<file path="config.mk">
export PLATFORM = sky130hd
export DESIGN_NAME = hms_countdown_timer_unit
export DESIGN_NICKNAME = d
export VERILOG_FILES = /design/src/rtl/hmscd_pkg.sv /design/src/rtl/hmscd_next.sv /design/src/rtl/hms_countdown_timer_unit.sv
export SDC_FILE = /design/constraint.sdc
export NUM_CORES = 1
export LEC_CHECK = 0
export BUFFER_PORTS_ARGS = -buffer_cell sky130_fd_sc_hd__clkbuf_2
export CAP_MARGIN = 0
export CORE_MARGIN = 2
export CORE_UTILIZATION = 50
export DETAILED_ROUTE_END_ITERATION = 10
export PLACE_DENSITY = 0.79
export SLEW_MARGIN = 5
export SYNTH_ARGS = -nofsm -noshare
export SYNTH_HDL_FRONTEND = slang
export SYNTH_SLANG_ARGS = --single-unit
</file>
<file path="constraint.sdc">
create_clock -name clk -period 4.1 [get_ports clk]
set_clock_uncertainty 0.15 [all_clocks]
set_input_delay 0.205 -clock clk [delete_from_list [all_inputs] [get_ports clk]]
set_output_delay 0.205 -clock clk [all_outputs]
set_load 0.02 [all_outputs]
</file>
<file path="src/rtl/hmscd_pkg.sv">
`timescale 1ns / 1ps

package hmscd_pkg;

	// Top value of the hours field; minutes and seconds wrap at SecMinTop.
	localparam logic [6:0] MaxHours  = 7'd99;
	localparam logic [5:0] SecMinTop = 6'd59;

	typedef enum logic [1:0] {
		OP_TICK   = 2'd0,
		OP_TOGGLE = 2'd1,
		OP_CLEAR  = 2'd2,
		OP_ADJUST = 2'd3
	} opcode_t;

	typedef enum logic [1:0] {
		UNIT_SEC  = 2'd0,
		UNIT_MIN  = 2'd1,
		UNIT_HOUR = 2'd2,
		UNIT_NONE = 2'd3
	} unit_t;

	typedef struct packed {
		logic [6:0] hours;
		logic [5:0] minutes;
		logic [5:0] seconds;
		logic       running;
	} timer_state_t;

	// One adjust step on a value whose legal range is 0..top, with wraparound.
	function automatic logic [6:0] step_unit(input logic [6:0] v, input logic [6:0] top,
			input logic up);
		logic [6:0] r;
		if (up) begin
			r = (v >= top) ? 7'd0 : v + 7'd1;
		end else begin
			r = (v == 7'd0) ? top : v - 7'd1;
		end
		return r;
	endfunction

endpackage

</file>
<file path="src/rtl/hmscd_next.sv">
`timescale 1ns / 1ps

module hmscd_next (
	input  hmscd_pkg::timer_state_t cur,
	input  hmscd_pkg::opcode_t      opcode,
	input  hmscd_pkg::unit_t        unit,
	input  logic                    step_up,
	output hmscd_pkg::timer_state_t nxt,
	output logic                    expired
);
	import hmscd_pkg::*;

	logic [6:0] sec_step;
	logic [6:0] min_step;
	logic [6:0] hour_step;

	assign sec_step  = step_unit({1'b0, cur.seconds}, {1'b0, SecMinTop}, step_up);
	assign min_step  = step_unit({1'b0, cur.minutes}, {1'b0, SecMinTop}, step_up);
	assign hour_step = step_unit(cur.hours, MaxHours, step_up);

	always_comb begin
		nxt     = cur;
		expired = 1'b0;
		case (opcode)
			OP_TICK: begin
				if (cur.running) begin
					if (cur.seconds != 6'd0) begin
						nxt.seconds = cur.seconds - 6'd1;
					end else if (cur.minutes != 6'd0) begin
						nxt.minutes = cur.minutes - 6'd1;
						nxt.seconds = SecMinTop;
					end else if (cur.hours != 7'd0) begin
						nxt.hours   = cur.hours - 7'd1;
						nxt.minutes = SecMinTop;
						nxt.seconds = SecMinTop;
					end else begin
						// The tick after reaching zero ends the countdown.
						nxt     = '0;
						expired = 1'b1;
					end
				end
			end
			OP_TOGGLE: nxt.running = ~cur.running;
			OP_CLEAR:  nxt = '0;
			OP_ADJUST: begin
				if (!cur.running) begin
					case (unit)
						UNIT_SEC:  nxt.seconds = sec_step[5:0];
						UNIT_MIN:  nxt.minutes = min_step[5:0];
						UNIT_HOUR: nxt.hours   = hour_step;
						default:   nxt = cur;
					endcase
				end
			end
			default: nxt = cur;
		endcase
	end

endmodule

</file>
<file path="src/rtl/hms_countdown_timer_unit.sv">
`timescale 1ns / 1ps

// Hours/minutes/seconds countdown timer. Each input item is one event: a
// second tick, a run toggle, a clear, or an adjust of one unit (only while
// stopped). Every item produces exactly one output item with the count and
// run flag after the event, plus an expired flag that is set only on the tick
// that finds a running timer already at zero. An item is held in the input
// register and is then written, together with the updated count, into the
// output register; the count registers are the only feedback, so a new item
// is accepted every cycle when the output side is ready. A stalled output
// holds its item while one more item waits in the input register.
module hms_countdown_timer_unit (
	input  logic        clk,
	input  logic        arst_n,
	input  logic        s_axis_tvalid,
	output logic        s_axis_tready,
	input  logic [7:0]  s_axis_tdata,  // unit[1:0], step_up[2], zero fill [7:3]
	input  logic [1:0]  s_axis_tuser,  // opcode[1:0]
	output logic        m_axis_tvalid,
	input  logic        m_axis_tready,
	output logic [23:0] m_axis_tdata   // hours_left[6:0], minutes_left[12:7],
	                                   // seconds_left[18:13], is_running[19],
	                                   // expired[20], zero fill [23:21]
);
	import hmscd_pkg::*;

	logic         valid_s1;
	opcode_t      opcode_s1;
	unit_t        unit_s1;
	logic         step_up_s1;
	timer_state_t state_q;
	timer_state_t state_next;
	logic         expired_next;
	logic         out_valid_q;
	timer_state_t out_state_q;
	logic         out_expired_q;
	logic         out_free;
	logic         advance;

	assign out_free      = ~out_valid_q | m_axis_tready;
	assign advance       = valid_s1 & out_free;
	assign s_axis_tready = ~valid_s1 | out_free;

	always_ff @(posedge clk or negedge arst_n) begin
		if (!arst_n) begin
			valid_s1 <= 1'b0;
		end else if (s_axis_tready) begin
			valid_s1 <= s_axis_tvalid;
		end
	end

	always_ff @(posedge clk) begin
		if (s_axis_tready && s_axis_tvalid) begin
			opcode_s1  <= opcode_t'(s_axis_tuser);
			unit_s1    <= unit_t'(s_axis_tdata[1:0]);
			step_up_s1 <= s_axis_tdata[2];
		end
	end

	hmscd_next u_next (
		.cur     (state_q),
		.opcode  (opcode_s1),
		.unit    (unit_s1),
		.step_up (step_up_s1),
		.nxt     (state_next),
		.expired (expired_next)
	);

	always_ff @(posedge clk or negedge arst_n) begin
		if (!arst_n) begin
			state_q     <= '0;
			out_valid_q <= 1'b0;
		end else begin
			if (advance) begin
				state_q <= state_next;
			end
			if (out_free) begin
				out_valid_q <= valid_s1;
			end
		end
	end

	always_ff @(posedge clk) begin
		if (advance) begin
			out_state_q   <= state_next;
			out_expired_q <= expired_next;
		end
	end

	assign m_axis_tvalid = out_valid_q;
	assign m_axis_tdata  = {3'b000, out_expired_q, out_state_q.running,
		out_state_q.seconds, out_state_q.minutes, out_state_q.hours};

	// The count never leaves its legal range.
	a_count_range: assert property (@(posedge clk) disable iff (!arst_n)
		state_q.seconds <= SecMinTop && state_q.minutes <= SecMinTop
		&& state_q.hours <= MaxHours)
		else $error("count out of range");

	// An expiring result shows a cleared, stopped timer.
	a_expired_clear: assert property (@(posedge clk) disable iff (!arst_n)
		out_valid_q && out_expired_q |-> out_state_q == '0)
		else $error("expired result with nonzero state");

	// Expiry only comes from a running timer at zero.
	a_expired_origin: assert property (@(posedge clk) disable iff (!arst_n)
		advance && expired_next |-> state_q.running && state_q.hours == 7'd0
		&& state_q.minutes == 6'd0 && state_q.seconds == 6'd0)
		else $error("expiry without a running zero count");

	// With the output register empty the input side is never held off.
	a_ready_when_empty: assert property (@(posedge clk) disable iff (!arst_n)
		!out_valid_q |-> s_axis_tready)
		else $error("input stalled with empty output");

	// The count changes only when an item moves into the output register.
	a_state_hold: assert property (@(posedge clk) disable iff (!arst_n)
		!advance |=> $stable(state_q))
		else $error("count changed without an item");

endmodule

</file>
=== Word level (Yosys, flattened, before mapping) ===
Index checks and enable logic that the tools add are counted.

* Add/sub/neg operators: 8
* $lt $le $gt $ge: 3
* Eq/ne operators: 5
* Mux-type cells: 25
* Bitwise logic cells: 7
* Reductions and logical operators: 10

{| class="wikitable"
|+ Operators with widths
! operator !! number
|-
| $pmux W19 S3 || 1
|-
| $mux W6 || 9
|-
| $mux W20 || 2
|-
| $mux W7 || 5
|-
| $sub A6 B1 Y6 const B || 4
|-
| $mux W19 || 1
|-
| $mux W13 || 1
|-
| $add A6 B1 Y6 const B || 2
|-
| $ge A6 B6 Y1 const B || 2
|-
| $logic_not A6 Y1 || 2
|-
| $mux W12 || 1
|-
| $reduce_bool A6 Y1 || 2
|-
| $add A7 B1 Y7 const B || 1
|-
| $ge A7 B7 Y1 const B || 1
|-
| $logic_not A7 Y1 || 1
|-
| $reduce_bool A7 Y1 || 1
|-
| $sub A7 B1 Y7 const B || 1
|-
| $eq A2 B2 Y1 const B || 3
|-
| $eq A2 B1 Y1 const B || 2
|-
| $logic_not A2 Y1 || 2
|-
| $mux W1 || 4
|-
| $not A1 Y1 || 4
|-
| $pmux W1 S4 || 1
|-
| $reduce_or A4 Y1 || 1
|-
| other kinds (3) || 4
|}

* Register bits after elaboration: 48
* Output and inout port bits: 26

=== Logic depth before layout (Yosys ltp) ===
Gate-level depths: netlist of run 1.

* Depth in word-level cells: 6
* Depth in mapped cells: 9
* Gate-level depth less buffers: 7

=== By module ===
From an unflattened synthesis of run 1, not the netlist that was laid out.

* Cells, all modules: 373
* Area, all modules: 3512.1 um^2

{| class="wikitable"
|+ Modules (own cells, without submodules)
! module !! instances !! cells each !! area each (um^2) !! sequential area each (um^2)
|-
| hmscd_next || 1 || 291 || 1773.0 || 0.0
|-
| hms_countdown_timer_unit || 1 || 82 || 1739.2 || 1331.3
|}

=== Worst setup path after synthesis of run 1 ===
OpenSTA, ideal clock, no wires.

* Path type: flip-flop to flip-flop
* Start: register state_q[7] in the netlist's numbering
* End: register out_state_q (netlist bit m_axis_tdata[18]), data pin
* Setup time: 266 ps
* Arrival time: 2121 ps
* Data required time: 3684 ps
* Slack: 1563 ps
* Stages on the path, launching flop included: 9
* Path buffers: 1
* Period minus slack after synthesis: 2537 ps
* Cell sequence: dfrtp_1 -> clkbuf_1 -> inv_1 -> ha_1 -> or3b_1 -> nor4_4 -> a311oi_2 -> o221ai_1 -> nand3_1

{| class="wikitable"
|+ RTL lines
! element !! line !! RTL
|-
| start, declared || hms_countdown_timer_unit.sv:31 || <nowiki>timer_state_t state_q;</nowiki>
|-
| start signal, assigned || hms_countdown_timer_unit.sv:75 || <nowiki>state_q <= state_next;</nowiki>
|-
| end signal, assigned || hms_countdown_timer_unit.sv:85 || <nowiki>out_state_q <= state_next;</nowiki>
|-
| end, declared || hms_countdown_timer_unit.sv:35 || <nowiki>timer_state_t out_state_q;</nowiki>
|}

==> impl_metrics.ini, run 1 <==
[run_status]
run_status = complete, no violations

[setup_path]
required_ns = 4.11
rr_worst_depth = 8
r2r_end = m_axis_tdata[4]
critPathKind = reg -> reg
worst-r2r-setup-slack_ns = 1.18
arrival_ns = 2.93
startpoint = state_q[7]
cp_max_fo = 11
cp-end-kind = flip-flop
rr_startpoint = state_q[7]
crit_end = m_axis_tdata[4]
critPathLaunchType = flip-flop

[cts]
tritoncts = done
cts.path.max_buffers = 2
cts_resized = 0
root_buffer = clkbuf_8
clk_latency_ns = 0.31
cts_sinks = 48
htree_levels = 2
cts_buffers = 5
clk_pin_slew_ns = 0.09

[power]
switching_share_pct = 43.1
power.share.clock_pct = 16.9
p_leak_nw = 1.52
p_int_mw = 1.21
finalPower_mw = 2.12
ir_drop_uv = 329
p_per_area_mw_per_mm2 = 539
switching_power_mw = 0.916
seqPwrFrac_pct = 41.3
p_comb_share_pct = 41.8

[grt]
grt_pass1_wl_mm = 16.0
grt_overflow = 0
grt_pass1_vias = 3272
grt_usage_pct = 26.1
grt_max_degree = 25
antenna_found_initial = 0

[floorplan]
die_h_um = 88.6
die_width_um = 88.6
core_area_sq_mm = 0.00687
ios = 40
die-area_sq_mm = 0.00785
rows = 30
start_util_pct = 52.1

[placed_design]
finalWeightedCongestion = 0.937
dp_hpwl_mm = 6.37
pre_cts_slack_ns = 1.30
placed_area_sq_mm = 0.00375
dp_cells = 515
port_buffers = 31

[sta]
finalHoldViolations = 0
slew_headroom_pct = 28.6
rsz0062_at_grt = false
fmax_mhz = 343
setup_ws_ns = 1.18
fin_crit_sh_pct = 71.2
hold_ws_ns = 0.0510
finalSetupViolCount = 0
slew_viol_final = 0
setup-tns-final_ns = 0
min_period_ns = 2.92
worst_pin_slew_ns = 1.07

[drt]
met3_length_um = 770
routed_wl_mm = 9.65
vias = 3502
detail_route.wl_per_cell_um = 18.2
antenna_left = 0
route.met2.wl_mm = 4.56
wl_met1_mm = 4.09
highest_layer = met4
drt_iter0_drc = 579
drc = 0
viasPerCell = 6.61
drt-pass1-iter-count = 6

[cells_and_area]
final_common_cell = nand2_1
seqCellArea_sq_mm = 0.00133
nFillCells = 640
final_cells = 530
multi_input_area_sq_mm = 0.00204
nNetsFinal = 454
diodes = 0
final_cell_mix = nand2_1 (37), nor2_1 (31), clkbuf_2 (31), o21ai_0 (28), edfxtp_1 (26)
fin_area_sq_mm = 0.00394
post-route-util_pct = 57.4
syn2layout_area_growth_pct = 10.1
layout-drive-gt1-share_pct = 13.6

[yosys]
yosysTopAreaCell = edfxtp_1
synth_area_leaders = edfxtp_1 (22%), dfrtp_1 (15%), o21ai_0 (3.9%)
synth_area_sq_mm = 0.00358
synth.avg_cell_area_sq_um = 8.58
async_reset_ff_share_pct = 45.8
synthCells = 417
ys_seq_area_share_pct = 37.2
synth_top_cell_area_share_pct = 21.8
yosysWarnings = 0
yosys_register_bits = 48
synthFlopType = edfxtp_1
synth_edf_count = 26
ys_types = 75

[flow_run]
drv_cap = 0

[hold_path]
hold_class = in -> reg
final cells by class:
class	count	share of cell area, %
clock buffers	6	2.10
clock inverters	2	0.857
inverters	14	1.33
multi-input cells	321	51.9
flip-flops and latches	48	33.8
well taps	96	3.05
repair buffers	43	6.99
logic make-up after synthesis:
group	after synthesis	share of synthesized area, %
xor gates and xnor gates	7	1.71
muxes	5	1.54
DFF	48	37.2
other	1	0.105
buffers and inverters	50	5.84
and+or+nand+nor	152	23.0
adders and majority gates	7	2.45
AOI/OAI and AO/OA	147	28.1
routing by layer:
metal,vias to the layer above,global-route usage (%)
li1,1630,-
met1,1643,34.0
met2,197,42.2
met3,32,5.69
met4,0,10.5
met5,-,0
state kept, by name (all words and copies together) (netlist names):
| name | flops |
|---|---|
| m_axis_tdata | 20 |
| state_q | 20 |
| opcode_s1 | 2 |
| unit_s1 | 2 |
| m_axis_tvalid | 1 |
| out_expired_q | 1 |
| step_up_s1 | 1 |
| valid_s1 | 1 |
worst max-delay path: stages (launching register included):
cell	delay, ns
dfrtp_1	0.51
inv_1	0.17
ha_1	0.28
nor3b_2	0.39
nand4_1	0.16
buf_4	0.21
or4_1	0.50
a31o_1	0.24
a31oi_1	0.15
repair_timing:
action	in CTS	in global routing
buffers inserted	0	0
hold buffers	7	0
endpoints found under the hold margin	28	0
how the worst min path moves through the flow:
stage                        startpoint             to  slack, ns  cells after the start
after global routing      m_axis_tready  m_axis_tvalid       0.08                      3
after detailed placement         arst_n    state_q[18]       0.11                      1
after global placement           arst_n    state_q[18]        0.1                      1
after floorplan                  arst_n  m_axis_tvalid      -0.24                      0
after CTS                 m_axis_tready  m_axis_tvalid       0.03                      3
final                     m_axis_tready  m_axis_tvalid       0.05                      3
cell usage after synthesis (all sizes together) (7+ instances only):
cell type  number
nand2          37
nor2           31
o21ai          29
clkbuf         26
edfxtp         26
a21oi          24
dfrtp          22
a31oi          18
nor3           17
inv            13
buf            10
nand3           9
o211ai          9
a21o            8
nand2b          8
ha              7
power groups by stage:
| stage | Clock (mW) | Sequential [mW] | Combinational, mW |
|---|---|---|---|
| finish | 0.358 | 0.877 | 0.887 |
| global route | 0.381 | 0.903 | 0.988 |
| CTS | 0.362 | 0.867 | 0.876 |
| detailed placement | 0 | 0.877 | 0.859 |
| global placement | 0 | 0.867 | 0.832 |
| floorplan | 0 | 0.775 | 0.754 |
Note: power is estimated with default switching activity, not from simulation.
==> inputs of run 2 (changes only) <==
==> constraint.sdc (replaced) <==
create_clock -name clk -period 3 [get_ports clk]
set_clock_uncertainty 0.15 [all_clocks]
set_input_delay 0.15 -clock clk [delete_from_list [all_inputs] [get_ports clk]]
set_output_delay 0.15 -clock clk [all_outputs]
set_load 0.02 [all_outputs]
==> run 2 against run 1 <==
Against the previous run: final area grew 3.4%; combinational power grew 65%; via count grew 0.86%; final cell count grew 3.4%; worst setup slack lost 1.0 ns; critical path type unchanged; highest routed layer unchanged.
==> impl_metrics.ini, run 2 (synthesis results as in run 1) <==
[drt]
drt_iter0_drc = 458
drc = 0
viasPerCell = 6.45
antenna_left = 0
routed_wl_mm = 9.78
drt-pass1-iter-count = 6
vias = 3532
detail_route.wl_per_cell_um = 17.9

[floorplan]
ios = 40
die_width_um = 88.6
die-area_sq_mm = 0.00785
rows = 30
core_area_sq_mm = 0.00687
start_util_pct = 52.1
die_h_um = 88.6

[cells_and_area]
final_cells = 548
nFillCells = 621
diodes = 0
final_cell_mix = nand2_1 (37), nor2_1 (31), clkbuf_2 (31), o21ai_0 (28), edfxtp_1 (26)
layout-drive-gt1-share_pct = 17.0
post-route-util_pct = 59.3
syn2layout_area_growth_pct = 13.9
nNetsFinal = 472
final_common_cell = nand2_1

[sta]
worst_pin_slew_ns = 0.668
setup-tns-final_ns = 0
fin_crit_sh_pct = 95.3
fmax_mhz = 350
finalHoldViolations = 0
finalSetupViolCount = 0
setup_ws_ns = 0.140
min_period_ns = 2.86
hold_ws_ns = 0.238
slew_viol_final = 0
slew_headroom_pct = 54.3
rsz0062_at_grt = false

[placed_design]
finalWeightedCongestion = 0.973
pre_cts_slack_ns = 0.267
dp_cells = 532
port_buffers = 31
dp_hpwl_mm = 6.68

[grt]
grt_pass1_wl_mm = 16.0
grt_max_degree = 41
grt_pass1_vias = 3276
grt_overflow = 0
antenna_found_initial = 0
grt_usage_pct = 26.2

[flow_run]
drv_cap = 0

[power]
ir_drop_uv = 454
p_per_area_mw_per_mm2 = 735
p_leak_nw = 1.61

[cts]
postCtsSetupBuffers = 0
clk_pin_slew_ns = 0.10
htree_levels = 2
cts_buffers = 5
cts_resized = 0
root_buffer = clkbuf_8
tritoncts = done
postCtsHoldBufs = 8
cts_sinks = 48
cts.path.max_buffers = 2
clk_latency_ns = 0.31

[run_status]
run_status = complete, no violations

[setup_path]
cp_max_fo = 9
required_ns = 2.89
worst-r2r-setup-slack_ns = 0.14
cp-end-kind = flip-flop
critPathKind = reg -> reg
critPathLaunchType = flip-flop
arrival_ns = 2.75

[hold_path]
hold_class = in -> async
==> run 2: changes by cell type in the layout (fill, tap and decap cells not counted), sizes merged <==
cell | previous run | this run
buf | 5 | 22
clkbuf | 37 | 36
clkinvlp | 0 | 1
dlygate4sd3 | 7 | 8
==> run 2: per-layer routing <==
| metal | routed length, um | part of all wire (%) | vias up | track usage (%) |
|---|---|---|---|---|
| li1 | - | - | 1657 | - |
| met1 | 4210 | 43 | 1679 | 34.5 |
| met2 | 4830 | 49 | 172 | 44.9 |
| met3 | 561 | 5.7 | 24 | 3.36 |
| met4 | 180 | 1.8 | 0 | 8.26 |
| met5 | 0 | 0 | - | 0 |
==> run 2: critical path, stage by stage (launching register included) <==
cell and delay [ns]:
dfrtp_1 0.48, inv_1 0.11, ha_1 0.24, or3b_1 0.47
nor4_4 0.40, a311oi_2 0.25, o221ai_1 0.35, nand3_1 0.14
==> run 2: layout make-up <==
cell class                      instances  area (sq um)  area share [%]
Multi-Input combinational cell        321          2040            50.2
Sequential cell                        48          1330            32.7
Timing Repair Buffer                   61           413            10.1
Tap cell                               96           120            2.95
Clock buffer                            5          68.8            1.69
Inverter                               14          52.6            1.29
Clock inverter                          3          42.5            1.04
==> run 2: power by group <==
part           switching, mW  leakage (nW)  internal [mW]
registers              0.198         0.526          0.866
clock network          0.225        0.0541          0.247
logic                  0.855          1.03          0.600
total                   1.28          1.61           1.71
==> run 2: path summary, 6_finish.rpt <==
kind                                  from          endpoint  cells after the start
min in group clk                  valid_s1     m_axis_tvalid                      1
worst max register to register  state_q[8]  m_axis_tdata[18]                      7
max in group asynchronous           arst_n        state_q[1]                      2
worst max-delay path            state_q[8]  m_axis_tdata[18]                      7
worst min register to register    valid_s1     m_axis_tvalid                      1
worst min-delay path                arst_n       state_q[18]                      2
==> run 2: through the flow <==
step / power, mW / cell area [sq um]
5_1_grt: 3.19 / 4070
3_3_place_gp: 2.43 / 3880
2_1_floorplan: 2.09 / 3580
6_report: 2.99 / 4070
4_1_cts: 2.97 / 4070
3_5_place_dp: 2.48 / 3880
==> inputs of run 3 (changes only) <==
--- a/config.mk
+++ b/config.mk
@@ -10,7 +10,7 @@
 export CORE_MARGIN = 2
 export CORE_UTILIZATION = 50
 export DETAILED_ROUTE_END_ITERATION = 10
-export PLACE_DENSITY = 0.79
+export PLACE_DENSITY = 0.82
 export SLEW_MARGIN = 5
 export SYNTH_ARGS = -nofsm -noshare
 export SYNTH_HDL_FRONTEND = slang
==> constraint.sdc (replaced) <==
create_clock -name clk -period 2.55 [get_ports clk]
set_clock_uncertainty 0.15 [all_clocks]
set_input_delay 0.1275 -clock clk [delete_from_list [all_inputs] [get_ports clk]]
set_output_delay 0.1275 -clock clk [all_outputs]
set_load 0.02 [all_outputs]
==> run 3 against run 2 <==
Against the previous run: worst setup slack got worse by 0.085 ns; register-to-register slack got worse by 0.09 ns; critical endpoint is now state_q[7]; largest cell class unchanged; non-clock buffer count increased by 28; via count increased by 7.4%; core utilization increased by 4.0 points; maximum frequency increased by 15%; largest power group unchanged; highest routed layer unchanged; wire length increased by 7.6%; critical path type unchanged; first-iteration DRC count increased by 36%; sequential cell count unchanged; count of clock-buffer cells in the layout unchanged; sequential power increased by 8%.
==> impl_metrics.ini, run 3 (synthesis results as in run 1) <==
[power]
p_leak_nw = 1.77
finalPower_mw = 3.93
ir_drop_uv = 465
p_per_area_mw_per_mm2 = 904

[sta]
setup_ws_ns = 0.0549
min_period_ns = 2.50
finalSetupViolCount = 0
setup-tns-final_ns = 0
fin_crit_sh_pct = 97.8
finalHoldViolations = 0
slew_viol_final = 0
fmax_mhz = 401
worst_pin_slew_ns = 0.685
slew_headroom_pct = 53.1

[placed_design]
pre_cts_slack_ns = 0.0273
finalWeightedCongestion = 0.946
dp_hpwl_mm = 7.12
port_buffers = 31

[setup_path]
required_ns = 2.64
cp-end-kind = flip-flop
arrival_ns = 2.59
critPathKind = reg -> reg
critPathLaunchType = flip-flop
cp_max_fo = 8

[floorplan]
ios = 40
die-area_sq_mm = 0.00785
die_h_um = 88.6
die_width_um = 88.6
core_area_sq_mm = 0.00687
rows = 30
start_util_pct = 52.1

[cts]
htree_levels = 2
clk_latency_ns = 0.31
tritoncts = done
cts_buffers = 5
root_buffer = clkbuf_8
clk_pin_slew_ns = 0.10
cts_sinks = 48
cts.path.max_buffers = 2

[grt]
grt_pass1_vias = 3651
grt_overflow = 0
grt_usage_pct = 28.1
antenna_found_initial = 0
grt_max_degree = 24
grt_pass1_wl_mm = 17.3

[cells_and_area]
post-route-util_pct = 63.3
diodes = 0
syn2layout_area_growth_pct = 21.5
layout-drive-gt1-share_pct = 22.3
nNetsFinal = 500
final_cell_mix = buf_4 (49), nand2_1 (37), nor2_1 (31), clkbuf_2 (31), o21ai_0 (28)
final_common_cell = buf_4

[drt]
detail_route.wl_per_cell_um = 18.3
drt_iter0_drc = 625
drc = 0
routed_wl_mm = 10.5
antenna_left = 0
viasPerCell = 6.58
vias = 3792
drt-pass1-iter-count = 5

[run_status]
run_status = complete, no violations

[hold_path]
hold_class = in -> async

[flow_run]
drv_cap = 0
-- run 3: cell types whose count changed in the layout (fill, tap and decap cells not counted), sizes merged --
cell         delta
bufinv          +2
dlygate4sd3     +1
clkinvlp        -1
clkinv          -1
buf            +27
-- run 3: layout make-up --
cell class	instances	area, sq um
multi-input cells	321	2070
repair buffers	89	613
well taps	96	120
clock inverters	3	90.1
fillers	572	2520
clock buffers	5	68.8
flip-flops and latches	48	1330
inverters	14	52.6
-- run 3: routing by layer --
layer	vias to the layer above	global-route usage [%]	wire [um]
li1	1716	-	-
met3	68	4.76	898
met1	1765	35.3	4170
met4	0	15.6	511
met5	-	0	0
met2	243	45.9	4950
-- run 3: what timing repair did --
action	4_1_cts	5_1_grt
hold buffers	9	0
endpoints found under the setup margin	0	6
endpoints found under the hold margin	29	0
setup buffers	0	1
resized for setup	0	4
-- run 3: power by group --
group	total [mW]	switching, mW	leakage [nW]	internal [mW]
clock network	0.764	0.274	0.0784	0.490
registers	1.15	0.127	0.526	1.02
logic	2.01	1.17	1.17	0.841
-- run 3: worst max-delay path, stage by stage, from the launching register on --
cell	delay [ns]
dfrtp_1	0.41
inv_1	0.12
ha_1	0.28
nor3b_4	0.25
buf_4	0.21
and2_1	0.26
a21oi_1	0.10
o32ai_1	0.43
mux2_2	0.23
-- run 3: per-stage QoR --
stage | hold slack [ns] | cell area (sq um) | instances
after global routing | 0.293 | 4350 | 576
after floorplan | -0.318 | 3580 | 419
after CTS | 0.250 | 4310 | 575
after detailed placement | 0.0457 | 4060 | 558
after global placement | 0.0331 | 4060 | 558
final | 0.222 | 4350 | 576
-- run 3: path summary, 6_finish.rpt --
path	from	endpoint	slack, ns	cells past startpoint
max reg2reg	state_q[1]	state_q[7]	0.05	8
max	state_q[1]	state_q[7]	0.05	8
max in group asynchronous	arst_n	state_q[7]	1.59	2
min in group clk	valid_s1	m_axis_tvalid	0.35	1
min reg2reg	valid_s1	m_axis_tvalid	0.35	1
min	arst_n	state_q[18]	0.22	2
